**src/fip_pkg.sv**
```systemverilog
package fip_pkg;

    localparam int PT_W       = 32;
    localparam int OPA_W      = 33;
    localparam int OPB_W      = 30;
    localparam int PROD_W     = OPA_W + OPB_W;
    localparam int ACC_W      = 64;
    localparam int M_W        = 27;
    localparam int WZ_W       = 37;
    localparam int WZ_LO_W    = 24;
    localparam int PX_W       = 24;
    localparam int COEF_FRAC  = 28;
    localparam int PIX_FRAC   = 40;
    localparam int NORM_FRAC  = 24;
    localparam int STEP_W     = 5;
    localparam int UC_DEPTH   = 19;
    localparam int CFG_ADDR_W = 3;
    localparam int CFG_DATA_W = 24;
    localparam int WIDTH_W    = 13;
    localparam int ZOOM_W     = 24;
    localparam int OFFSET_W   = 16;

    typedef logic [STEP_W-1:0] step_t;

    typedef enum logic [2:0] {
        A_PX, A_PY, A_UX, A_M, A_WIDTH
    } a_sel_t;

    typedef enum logic [2:0] {
        B_COEF, B_RECIP_X, B_RECIP_Y, B_WZ_LO, B_WZ_HI, B_ZOOM
    } b_sel_t;

    typedef enum logic [2:0] {
        C_AX, C_BX, C_KX, C_AY, C_BY, C_KY
    } coef_idx_t;

    typedef enum logic [2:0] {
        ACC_HOLD, ACC_LOAD_K, ACC_ADD, ACC_ADD_SH24, ACC_LOAD_MUL,
        ACC_LOAD_OFF_X, ACC_LOAD_OFF_Y
    } acc_op_t;

    typedef enum logic [1:0] {
        J_NEXT, J_WAIT_IN, J_WAIT_OUT
    } jump_t;

    typedef enum logic [1:0] {
        MAP_STEM, MAP_BIG, MAP_LEFT, MAP_RIGHT
    } map_t;

    typedef enum logic [CFG_ADDR_W-1:0] {
        REG_FRAME_WIDTH, REG_FRAME_HEIGHT, REG_ZOOM, REG_OFFSET_X, REG_OFFSET_Y
    } cfg_reg_t;

    typedef struct packed {
        logic nx;
        logic ny;
        logic wz;
        logic m;
        logic px;
        logic py;
    } wr_t;

    typedef struct packed {
        a_sel_t    a_sel;
        b_sel_t    b_sel;
        coef_idx_t coef_b;
        coef_idx_t coef_k;
        acc_op_t   acc_op;
        wr_t       wr;
        jump_t     jump;
        step_t     target;
    } ctrl_word_t;

    localparam step_t STEP_IDLE = '0;

    localparam wr_t WR_NONE = '0;
    localparam wr_t WR_NX   = '{nx: 1'b1, default: 1'b0};
    localparam wr_t WR_NY   = '{ny: 1'b1, default: 1'b0};
    localparam wr_t WR_WZ   = '{wz: 1'b1, default: 1'b0};
    localparam wr_t WR_M    = '{m: 1'b1, default: 1'b0};
    localparam wr_t WR_PX   = '{px: 1'b1, default: 1'b0};
    localparam wr_t WR_PY   = '{py: 1'b1, default: 1'b0};

    function automatic longint qh(int n);
        return (longint'(n) * 268435456 + 50) / 100;
    endfunction

    function automatic longint rshift_round_c(longint v, int s);
        if (s == 0) begin
            return v;
        end
        return (v + (longint'(1) << (s - 1))) >>> s;
    endfunction

    localparam longint SHIFT_A_Q28 = (64'sd2181887 * 268435456 + 500000) / 1000000;
    localparam longint RECIP_X = (64'sd1000000 * 268435456 + 2418826) / 4837653;
    localparam longint RECIP_Y = (64'sd1000000 * 268435456 + 4999129) / 9998258;

    localparam logic signed [OPB_W-1:0] QH_4   = OPB_W'(qh(4));
    localparam logic signed [OPB_W-1:0] QH_15  = OPB_W'(qh(15));
    localparam logic signed [OPB_W-1:0] QH_16  = OPB_W'(qh(16));
    localparam logic signed [OPB_W-1:0] QH_20  = OPB_W'(qh(20));
    localparam logic signed [OPB_W-1:0] QH_22  = OPB_W'(qh(22));
    localparam logic signed [OPB_W-1:0] QH_23  = OPB_W'(qh(23));
    localparam logic signed [OPB_W-1:0] QH_24  = OPB_W'(qh(24));
    localparam logic signed [OPB_W-1:0] QH_26  = OPB_W'(qh(26));
    localparam logic signed [OPB_W-1:0] QH_28  = OPB_W'(qh(28));
    localparam logic signed [OPB_W-1:0] QH_44  = OPB_W'(qh(44));
    localparam logic signed [OPB_W-1:0] QH_85  = OPB_W'(qh(85));
    localparam logic signed [OPB_W-1:0] QH_160 = OPB_W'(qh(160));

    function automatic logic signed [OPB_W-1:0] coef_value(map_t map, coef_idx_t idx);
        logic signed [OPB_W-1:0] c;
        c = '0;
        unique case (map)
            MAP_STEM: begin
                if (idx == C_BY) begin
                    c = QH_16;
                end
            end
            MAP_BIG: begin
                case (idx)
                    C_AX:    c = QH_85;
                    C_BX:    c = QH_4;
                    C_AY:    c = -QH_4;
                    C_BY:    c = QH_85;
                    C_KY:    c = QH_160;
                    default: c = '0;
                endcase
            end
            MAP_LEFT: begin
                case (idx)
                    C_AX:    c = QH_20;
                    C_BX:    c = -QH_26;
                    C_AY:    c = QH_23;
                    C_BY:    c = QH_22;
                    C_KY:    c = QH_160;
                    default: c = '0;
                endcase
            end
            MAP_RIGHT: begin
                case (idx)
                    C_AX:    c = -QH_15;
                    C_BX:    c = QH_28;
                    C_AY:    c = QH_26;
                    C_BY:    c = QH_24;
                    C_KY:    c = QH_44;
                    default: c = '0;
                endcase
            end
        endcase
        return c;
    endfunction

    function automatic ctrl_word_t mk(a_sel_t a, b_sel_t b, coef_idx_t cb, coef_idx_t ck,
                                      acc_op_t op, wr_t wr, jump_t j);
        ctrl_word_t w;
        w.a_sel  = a;
        w.b_sel  = b;
        w.coef_b = cb;
        w.coef_k = ck;
        w.acc_op = op;
        w.wr     = wr;
        w.jump   = j;
        w.target = STEP_IDLE;
        return w;
    endfunction

    // one multiply issued per step, its product is usable in the next step
    localparam ctrl_word_t UCODE [UC_DEPTH] = '{
        mk(A_PX,    B_COEF,    C_AX, C_KX, ACC_HOLD,       WR_NONE, J_WAIT_IN),
        mk(A_PX,    B_COEF,    C_AX, C_KX, ACC_LOAD_K,     WR_NONE, J_NEXT),
        mk(A_PY,    B_COEF,    C_BX, C_KX, ACC_ADD,        WR_NONE, J_NEXT),
        mk(A_WIDTH, B_ZOOM,    C_AX, C_KX, ACC_ADD,        WR_NONE, J_NEXT),
        mk(A_PX,    B_COEF,    C_AY, C_KY, ACC_LOAD_K,     wr_t'(WR_NX | WR_WZ), J_NEXT),
        mk(A_PY,    B_COEF,    C_BY, C_KY, ACC_ADD,        WR_NONE, J_NEXT),
        mk(A_UX,    B_RECIP_X, C_AX, C_KX, ACC_ADD,        WR_NONE, J_NEXT),
        mk(A_PX,    B_COEF,    C_AX, C_KX, ACC_LOAD_MUL,   WR_NY,   J_NEXT),
        mk(A_PX,    B_COEF,    C_AX, C_KX, ACC_HOLD,       WR_M,    J_NEXT),
        mk(A_M,     B_WZ_LO,   C_AX, C_KX, ACC_LOAD_OFF_X, WR_NONE, J_NEXT),
        mk(A_M,     B_WZ_HI,   C_AX, C_KX, ACC_ADD,        WR_NONE, J_NEXT),
        mk(A_PY,    B_RECIP_Y, C_AX, C_KX, ACC_ADD_SH24,   WR_NONE, J_NEXT),
        mk(A_PX,    B_COEF,    C_AX, C_KX, ACC_LOAD_MUL,   WR_PX,   J_NEXT),
        mk(A_PX,    B_COEF,    C_AX, C_KX, ACC_HOLD,       WR_M,    J_NEXT),
        mk(A_M,     B_WZ_LO,   C_AX, C_KX, ACC_LOAD_OFF_Y, WR_NONE, J_NEXT),
        mk(A_M,     B_WZ_HI,   C_AX, C_KX, ACC_ADD,        WR_NONE, J_NEXT),
        mk(A_PX,    B_COEF,    C_AX, C_KX, ACC_ADD_SH24,   WR_NONE, J_NEXT),
        mk(A_PX,    B_COEF,    C_AX, C_KX, ACC_HOLD,       WR_PY,   J_NEXT),
        mk(A_PX,    B_COEF,    C_AX, C_KX, ACC_HOLD,       WR_NONE, J_WAIT_OUT)
    };

endpackage

```
**src/fip_datapath.sv**
```systemverilog
module fip_datapath import fip_pkg::*; #(
    parameter int FRAC_BITS  = 24,
    parameter int PIXEL_BITS = 12
) (
    input  logic                       aclk,
    input  logic                       aresetn,
    input  ctrl_word_t                 ctrl,
    input  map_t                       map_sel,
    input  logic [WIDTH_W-1:0]         frame_width,
    input  logic [WIDTH_W-1:0]         frame_height,
    input  logic [ZOOM_W-1:0]          zoom,
    input  logic signed [OFFSET_W-1:0] offset_x,
    input  logic signed [OFFSET_W-1:0] offset_y,
    output logic [PIXEL_BITS-1:0]      pixel_x,
    output logic [PIXEL_BITS-1:0]      pixel_y,
    output logic                       in_frame
);

    localparam longint SHIFT_A    = rshift_round_c(SHIFT_A_Q28, COEF_FRAC - FRAC_BITS);
    localparam longint RND_PT     = longint'(1) << (COEF_FRAC - 1);
    localparam int     M_SHIFT    = FRAC_BITS + COEF_FRAC - NORM_FRAC;
    localparam longint RND_M      = longint'(1) << (M_SHIFT - 1);
    localparam longint M_HALF     = longint'(1) << (NORM_FRAC - 1);
    localparam longint M_LIM      = longint'(1) << (NORM_FRAC + 1);
    localparam longint PT_MAX     = (longint'(1) << (PT_W - 1)) - 1;
    localparam longint PT_MIN     = -(longint'(1) << (PT_W - 1));
    localparam longint TRUNC_BIAS = (longint'(1) << PIX_FRAC) - 1;
    localparam logic [PX_W-2:0] PIX_LIM = (PX_W - 1)'(1) << PIXEL_BITS;

    logic signed [PT_W-1:0]   point_x_reg, point_y_reg, nx_reg;
    logic signed [M_W-1:0]    m_reg, m_next;
    logic [WZ_W-1:0]          wz_reg;
    logic signed [PROD_W-1:0] mul_reg;
    logic signed [ACC_W-1:0]  acc_reg, acc_next;
    logic signed [PX_W-1:0]   px_reg, py_reg, pix_next;
    logic signed [OPA_W-1:0]  op_a, ux;
    logic signed [OPB_W-1:0]  op_b;
    logic signed [ACC_W-1:0]  k_val, r_pt, r_m, r_m_clamp, r_tr;
    logic signed [PT_W-1:0]   sat_pt;
    logic                     px_ok, py_ok;

    assign ux = OPA_W'(nx_reg) + OPA_W'(SHIFT_A);

    always_comb begin
        unique case (ctrl.a_sel)
            A_PX:    op_a = OPA_W'(point_x_reg);
            A_PY:    op_a = OPA_W'(point_y_reg);
            A_UX:    op_a = ux;
            A_M:     op_a = OPA_W'(m_reg);
            A_WIDTH: op_a = OPA_W'(frame_width);
            default: op_a = '0;
        endcase
    end

    always_comb begin
        unique case (ctrl.b_sel)
            B_COEF:    op_b = coef_value(map_sel, ctrl.coef_b);
            B_RECIP_X: op_b = OPB_W'(RECIP_X);
            B_RECIP_Y: op_b = OPB_W'(RECIP_Y);
            B_WZ_LO:   op_b = OPB_W'(wz_reg[WZ_LO_W-1:0]);
            B_WZ_HI:   op_b = OPB_W'(wz_reg[WZ_W-1:WZ_LO_W]);
            B_ZOOM:    op_b = OPB_W'(zoom);
            default:   op_b = '0;
        endcase
    end

    assign k_val = ACC_W'(coef_value(map_sel, ctrl.coef_k)) <<< FRAC_BITS;

    always_comb begin
        unique case (ctrl.acc_op)
            ACC_HOLD:       acc_next = acc_reg;
            ACC_LOAD_K:     acc_next = k_val;
            ACC_ADD:        acc_next = acc_reg + ACC_W'(mul_reg);
            ACC_ADD_SH24:   acc_next = acc_reg + (ACC_W'(mul_reg) <<< WZ_LO_W);
            ACC_LOAD_MUL:   acc_next = ACC_W'(mul_reg);
            ACC_LOAD_OFF_X: acc_next = ACC_W'(offset_x) <<< PIX_FRAC;
            ACC_LOAD_OFF_Y: acc_next = ACC_W'(offset_y) <<< PIX_FRAC;
            default:        acc_next = acc_reg;
        endcase
    end

    // new point coordinate: round at the coefficient fraction, then saturate
    always_comb begin
        r_pt = (acc_reg + RND_PT) >>> COEF_FRAC;
        if (r_pt > PT_MAX) begin
            sat_pt = PT_W'(PT_MAX);
        end else if (r_pt < PT_MIN) begin
            sat_pt = PT_W'(PT_MIN);
        end else begin
            sat_pt = PT_W'(r_pt);
        end
    end

    // normalized coordinate minus one half, clamped to [-2, 2]
    always_comb begin
        r_m = ((acc_reg + RND_M) >>> M_SHIFT) - M_HALF;
        if (r_m > M_LIM) begin
            r_m_clamp = M_LIM;
        end else if (r_m < -M_LIM) begin
            r_m_clamp = -M_LIM;
        end else begin
            r_m_clamp = r_m;
        end
        m_next = M_W'(r_m_clamp);
    end

    // truncate toward zero, then negate
    always_comb begin
        r_tr     = (acc_reg + (acc_reg[ACC_W-1] ? TRUNC_BIAS : 64'sd0)) >>> PIX_FRAC;
        pix_next = PX_W'(-r_tr);
    end

    always_ff @(posedge aclk) begin
        if (!aresetn) begin
            point_x_reg <= '0;
            point_y_reg <= '0;
        end else if (ctrl.wr.ny) begin
            point_x_reg <= nx_reg;
            point_y_reg <= sat_pt;
        end
    end

    always_ff @(posedge aclk) begin
        mul_reg <= op_a * op_b;
        acc_reg <= acc_next;
        if (ctrl.wr.nx) begin
            nx_reg <= sat_pt;
        end
        if (ctrl.wr.wz) begin
            wz_reg <= mul_reg[WZ_W-1:0];
        end
        if (ctrl.wr.m) begin
            m_reg <= m_next;
        end
        if (ctrl.wr.px) begin
            px_reg <= pix_next;
        end
        if (ctrl.wr.py) begin
            py_reg <= pix_next;
        end
    end

    assign px_ok = !px_reg[PX_W-1] && (px_reg[PX_W-2:0] < (PX_W - 1)'(frame_width))
                   && (px_reg[PX_W-2:0] < PIX_LIM);
    assign py_ok = !py_reg[PX_W-1] && (py_reg[PX_W-2:0] < (PX_W - 1)'(frame_height))
                   && (py_reg[PX_W-2:0] < PIX_LIM);

    assign in_frame = px_ok && py_ok;
    assign pixel_x  = px_reg[PIXEL_BITS-1:0];
    assign pixel_y  = py_reg[PIXEL_BITS-1:0];

endmodule

```
**src/fern_ifs_point_plotter.sv**
```systemverilog
// Fern chaos-game point plotter. Each transfer on the s_ side carries one uniform random
// fraction that picks one of the four fern affine maps; the stored point is moved by that
// map and projected to a pixel, and a transfer on the m_ side carries the pixel when it
// lies inside the frame (otherwise nothing comes out, though the point still moves). One
// item ends before the next is taken: a 19-step microprogram in a constant table runs
// the affine map, the normalization and the frame scaling through one shared multiplier
// and accumulator, one product per step. The pixel waits in an output register, so the
// next item starts even while it has not been taken. The user writes configuration via
// cfg_wr_en/cfg_addr/cfg_wdata only while no item is in flight; it is not enforced.
module fern_ifs_point_plotter import fip_pkg::*; #(
    parameter int FRAC_BITS   = 24,
    parameter int RANDOM_BITS = 16,
    parameter int PIXEL_BITS  = 12
) (
    input  logic                                 aclk,
    input  logic                                 aresetn,
    input  logic                                 cfg_wr_en,
    input  logic [CFG_ADDR_W-1:0]                cfg_addr,
    input  logic [CFG_DATA_W-1:0]                cfg_wdata,
    input  logic                                 s_tvalid,
    output logic                                 s_tready,
    input  logic [((RANDOM_BITS+7)/8)*8-1:0]     s_tdata,   // random_fraction
    output logic                                 m_tvalid,
    input  logic                                 m_tready,
    output logic [((2*PIXEL_BITS+7)/8)*8-1:0]    m_tdata    // pixel_x, pixel_y
);

    localparam int     TD_W  = ((2 * PIXEL_BITS + 7) / 8) * 8;
    localparam longint THR_1 = ((longint'(1) << RANDOM_BITS) + 99) / 100;
    localparam longint THR_2 = ((longint'(86) << RANDOM_BITS) + 99) / 100;
    localparam longint THR_3 = ((longint'(93) << RANDOM_BITS) + 99) / 100;

    logic [WIDTH_W-1:0]         frame_width_reg, frame_height_reg;
    logic [ZOOM_W-1:0]          zoom_reg;
    logic signed [OFFSET_W-1:0] offset_x_reg, offset_y_reg;

    step_t            step_reg, step_next;
    ctrl_word_t       uc;
    map_t             map_reg, map_next;
    logic             m_tvalid_reg, m_tvalid_next;
    logic [TD_W-1:0]  m_tdata_reg, m_tdata_next;
    logic [RANDOM_BITS:0] r_ext;
    logic             in_xfer, out_free;
    logic [PIXEL_BITS-1:0] pixel_x, pixel_y;
    logic             in_frame;

    always_ff @(posedge aclk) begin
        if (!aresetn) begin
            frame_width_reg  <= WIDTH_W'(800);
            frame_height_reg <= WIDTH_W'(600);
            zoom_reg         <= ZOOM_W'(65536);
            offset_x_reg     <= '0;
            offset_y_reg     <= '0;
        end else if (cfg_wr_en) begin
            unique case (cfg_addr)
                REG_FRAME_WIDTH:  frame_width_reg  <= cfg_wdata[WIDTH_W-1:0];
                REG_FRAME_HEIGHT: frame_height_reg <= cfg_wdata[WIDTH_W-1:0];
                REG_ZOOM:         zoom_reg         <= cfg_wdata[ZOOM_W-1:0];
                REG_OFFSET_X:     offset_x_reg     <= cfg_wdata[OFFSET_W-1:0];
                REG_OFFSET_Y:     offset_y_reg     <= cfg_wdata[OFFSET_W-1:0];
                default: ;
            endcase
        end
    end

    assign uc       = UCODE[step_reg];
    assign s_tready = (uc.jump == J_WAIT_IN);
    assign in_xfer  = s_tvalid && s_tready;
    assign out_free = !m_tvalid_reg || m_tready;

    assign r_ext = {1'b0, s_tdata[RANDOM_BITS-1:0]};

    always_comb begin
        priority if (r_ext < THR_1[RANDOM_BITS:0]) begin
            map_next = MAP_STEM;
        end else if (r_ext < THR_2[RANDOM_BITS:0]) begin
            map_next = MAP_BIG;
        end else if (r_ext < THR_3[RANDOM_BITS:0]) begin
            map_next = MAP_LEFT;
        end else begin
            map_next = MAP_RIGHT;
        end
    end

    always_ff @(posedge aclk) begin
        if (in_xfer) begin
            map_reg <= map_next;
        end
    end

    always_comb begin
        step_next     = step_reg;
        m_tvalid_next = m_tvalid_reg && !m_tready;
        m_tdata_next  = m_tdata_reg;
        unique case (uc.jump)
            J_NEXT: begin
                step_next = step_reg + STEP_W'(1);
            end
            J_WAIT_IN: begin
                if (in_xfer) begin
                    step_next = step_reg + STEP_W'(1);
                end
            end
            J_WAIT_OUT: begin
                if (out_free) begin
                    step_next = uc.target;
                    if (in_frame) begin
                        m_tvalid_next = 1'b1;
                        m_tdata_next  = '0;
                        m_tdata_next[PIXEL_BITS-1:0]            = pixel_x;
                        m_tdata_next[2*PIXEL_BITS-1:PIXEL_BITS] = pixel_y;
                    end
                end
            end
            default: begin
                step_next = STEP_IDLE;
            end
        endcase
    end

    always_ff @(posedge aclk) begin
        if (!aresetn) begin
            step_reg     <= STEP_IDLE;
            m_tvalid_reg <= 1'b0;
        end else begin
            step_reg     <= step_next;
            m_tvalid_reg <= m_tvalid_next;
        end
        m_tdata_reg <= m_tdata_next;
    end

    assign m_tvalid = m_tvalid_reg;
    assign m_tdata  = m_tdata_reg;

    fip_datapath #(
        .FRAC_BITS  (FRAC_BITS),
        .PIXEL_BITS (PIXEL_BITS)
    ) u_datapath (
        .aclk         (aclk),
        .aresetn      (aresetn),
        .ctrl         (uc),
        .map_sel      (map_reg),
        .frame_width  (frame_width_reg),
        .frame_height (frame_height_reg),
        .zoom         (zoom_reg),
        .offset_x     (offset_x_reg),
        .offset_y     (offset_y_reg),
        .pixel_x      (pixel_x),
        .pixel_y      (pixel_y),
        .in_frame     (in_frame)
    );

endmodule
```
**config.mk**
```make
export PLATFORM = sky130hd
export DESIGN_NAME = fern_ifs_point_plotter
export DESIGN_NICKNAME = d
export VERILOG_FILES = /design/src/fip_pkg.sv /design/src/fip_datapath.sv /design/src/fern_ifs_point_plotter.sv
export SDC_FILE = /design/constraint.sdc
export NUM_CORES = 2
export LEC_CHECK = 0
export BUFFER_PORTS_ARGS = -buffer_cell sky130_fd_sc_hd__buf_2
export CORE_ASPECT_RATIO = 0.7
export CORE_UTILIZATION = 40
export CTS_BUF_LIST = sky130_fd_sc_hd__clkbuf_2 sky130_fd_sc_hd__clkbuf_4 sky130_fd_sc_hd__clkbuf_8
export CTS_CLUSTER_SIZE = 30
export DETAILED_ROUTE_END_ITERATION = 8
export PLACE_DENSITY = 0.59
export SYNTH_ARGS = -nofsm -noshare
export SYNTH_HDL_FRONTEND = slang
export SYNTH_HIERARCHICAL = 1
export SYNTH_SLANG_ARGS = --single-unit
```
**constraint.sdc**
```tcl
create_clock -name aclk -period 46 [get_ports aclk]
set_input_delay 6.9 -clock aclk [delete_from_list [all_inputs] [get_ports aclk]]
set_output_delay 6.9 -clock aclk [all_outputs]
set_load 0.02 [all_outputs]
```
==> out/summary.txt <==
STATUS
---------------------------------------------------------------------------
Result of the run                                              complete, but fails checks
Violated checks                                                DRC, slew limit

DRT
---------------------------------------------------------------------------
Drt pass-1 iters                                                          9
Routed vias                                                          53,628
Vias per std cell                                                      5.73
Routed wirelength normalized by instance count                      25.5 µm
Initial DRC Count                                                     6,563
Wire length on met3                                                 31.3 mm
Met2 wirelength from detailed routing                               93.9 mm
Top layer used by detailed routing                                     met5
Number of antenna-violating nets in the routed design                     0
DRT met1 WL                                                          105 mm
# DRC                                                                     2
Final routed wirelength across all metal layers                      239 mm

SYNTHESIS
---------------------------------------------------------------------------
Number of nets produced by synthesis                                  8,725
Synth Warn #                                                              6
Summed instance area of the synthesized netlist                  64,200 µm²
Instance count of the mapped netlist                                  7,276
Average instance area after synthesis                              8.83 µm²

SETUP PATH
---------------------------------------------------------------------------
Type of the worst setup path                                   register to register
Most prevalent standard cell on the critical path                      fa_1
Reg-to-Reg End                                                 u_datapath/mul_reg[61]
Critical path peak fanout                                                22
Kind of launch point of the worst setup path                       register
Worst Path Required                                                46.61 ns
Worst reg-to-reg path cell count                                         33
Setup crit end kind                                                register
Crit path DAT                                                      13.36 ns
Slowest cell on the critical path                                    nor2_1
Crit path largest cell delay                                        0.95 ns
Flop2flop setup slack                                              33.25 ns
Worst reg2reg startpoint                                        step_reg[3]

CLOCKING
---------------------------------------------------------------------------
Post_cts resized                                                          0
H-tree Lvls                                                               3
Max Root-Sink Buffers                                                     3
Number of buffers created by CTS                                         82
Post-CTS Hold Buffers                                                     0
Worst-skew pair later-pin latency                                   0.74 ns
Clock tree from TritonCTS                                               yes
Clk pin slew, worst setup/hold paths                                0.07 ns
Number of clock sinks seen by CTS                                       449
Root cell of the clock tree                                        clkbuf_8
Buffers inserted by post-CTS timing repair                                0

PLACED DESIGN
---------------------------------------------------------------------------
Port buffer count                                                        73
Worst setup timing slack at the placement stage                    33.58 ns
Gp weighted congestion                                                0.993
Detail Placement HPWL                                                187 mm
Number of cells in the design after placement                         9,206

STA
---------------------------------------------------------------------------
Setup repair after global routing missed its margin                   false
Transition time of the tightest slew-check pin                      1.54 ns
Min setup slack post-route                                         33.25 ns
Number of hold violations in the final report                             0
Worst-case hold slack                                              0.453 ns
Final period utilization                                              27.7%
Headroom to the max-slew limit                                       -2.88%
Peak clock frequency supported by timing                           78.4 MHz
Count of pins over their slew limit                                       6
Maximum clock skew at final layout                                0.0657 ns
Aggregate negative setup slack                                         0 ns
Number of failing setup endpoints in the final timing report              0
Final critical path time including I/O delays and setup            12.75 ns

FINAL LAYOUT
---------------------------------------------------------------------------
Nets                                                                  8,631
Layout cell share with drive strength beyond 1                        6.85%
Area added between synthesis and finish                               7.19%
Largest register FFs                                                     64
Final instance count without filler cells                             9,365

WORST HOLD PATH
---------------------------------------------------------------------------
Hold depth                                                                0
Hold Path Sink                                                   m_tdata[1]
Path class of the lowest-slack min-delay path                  register to register
Startpoint of the lowest-slack hold path                       u_datapath/px_reg[1]

GRT
---------------------------------------------------------------------------
First-pass GRT wire length                                           354 mm
Global Route Usage Sum                                                29.6%
Antenna violations before repair                                         17
Grt total ovfl                                                            0
Vias in the first global route                                       52,964
Pin count of the biggest net entering global routing                     94

FLOORPLANNING
---------------------------------------------------------------------------
Die extent in x                                                      481 µm
Die area                                                        162,000 µm²
Placeable core region                                           159,000 µm²
I/O pin cnt                                                              74
Effective utilization at floorplan                                    40.5%
Total number of placement rows                                          122
Die height                                                           337 µm

PWR
---------------------------------------------------------------------------
Portion of total power attributed to sequential cells                 20.7%
P_int                                                               1.50 mW
Lkg Pwr                                                             31.8 nW
Switching power of the nets                                         1.77 mW
Power density over cell area                                    47.5 nW/µm²
Worst IR drop on VDD                                            0.0000274 V
Fraction of power spent switching nets                                54.1%
Clock power frac                                                      13.1%
Gate power share                                                      66.2%

FLOW RUN
---------------------------------------------------------------------------
Max-cap viol count                                                        0

-- per-stage QoR --
step	power (mW)	instance area (µm²)	utilization [%]
4_1_cts	3.22	68800	43.4
3_5_place_dp	2.79	67000	42.2
2_1_floorplan	2.04	64200	-
3_3_place_gp	2.76	67000	42.2
5_1_grt	3.49	68800	43.4
6_report	3.27	68800	43.4
-- power by group through the flow --
stage	Combinational (mW)	Clock, mW	Sequential [mW]
final	2.17	0.429	0.678
after global routing	2.36	0.451	0.672
after CTS	2.13	0.435	0.664
after detailed placement	2.11	0	0.672
after global placement	2.09	0	0.672
after floorplan	1.47	0	0.566
-- worst max-delay path, delay by kind of cell, from the launching register on --
kind                     cells  cell delay, ns
adder cells (fa/ha/maj)      9            4.60
XOR/XNOR                     1            0.13
flip-flops                   1            0.90
AND/OR/NAND/NOR              3            1.37
buffers and inverters        8            1.21
AO/OA/AOI/OAI               12            4.38
-- cell type report --
cell class              count  area (µm²)
clock buffers             119        1490
multi-input cells        5192       46900
flip-flops and latches    449       11300
repair buffers            224        1500
well taps                2108        2640
fillers                 15712       89900
inverters                1233        4630
diodes                      5        12.5
clock inverters            35         318
-- per-layer routing --
layer,vias to the layer above,global-route usage (%)
li1,23121,-
met1,26982,44.1
met2,3113,40.9
met3,404,8.33
met4,8,9.66
met5,-,0.147
-- how the worst max path moves through the flow --
stage           startpoint  slack, ns  depth (start not counted)                endpoint
4_1_cts        step_reg[2]      33.49                         34  u_datapath/mul_reg[61]
5_1_grt        step_reg[2]      32.80                         35  u_datapath/mul_reg[62]
2_1_floorplan  step_reg[1]      31.00                         35  u_datapath/mul_reg[61]
6_report       step_reg[3]      33.25                         33  u_datapath/mul_reg[61]
3_5_place_dp   step_reg[3]      33.58                         33  u_datapath/mul_reg[61]
3_3_place_gp   step_reg[2]      33.75                         34  u_datapath/mul_reg[61]
-- cells in the final DEF (no fill, tap or decap), drive strengths merged, types with 21 or more instances in the layout --
cell type,instances
a21boi,88
a22oi,40
inv,1238
nand4,58
nand2b,47
ha,363
o21ai,300
o21a,48
or3,21
clkinv,24
xor2,112
o22ai,25
nand3,100
a211oi,41
xnor2,152
o21bai,29
clkbuf,119
dfxtp,215
mux2i,112
nor4,33
and2,35
edfxtp,234
o211ai,22
a21o,93
and3,43
a21oi,279
nand2,906
a221oi,27
a22o,23
buf,224
fa,1038
a31oi,42
nor3,72
nor2b,112
nor2,699
No activity file was read; power rests on OpenSTA's default activity.
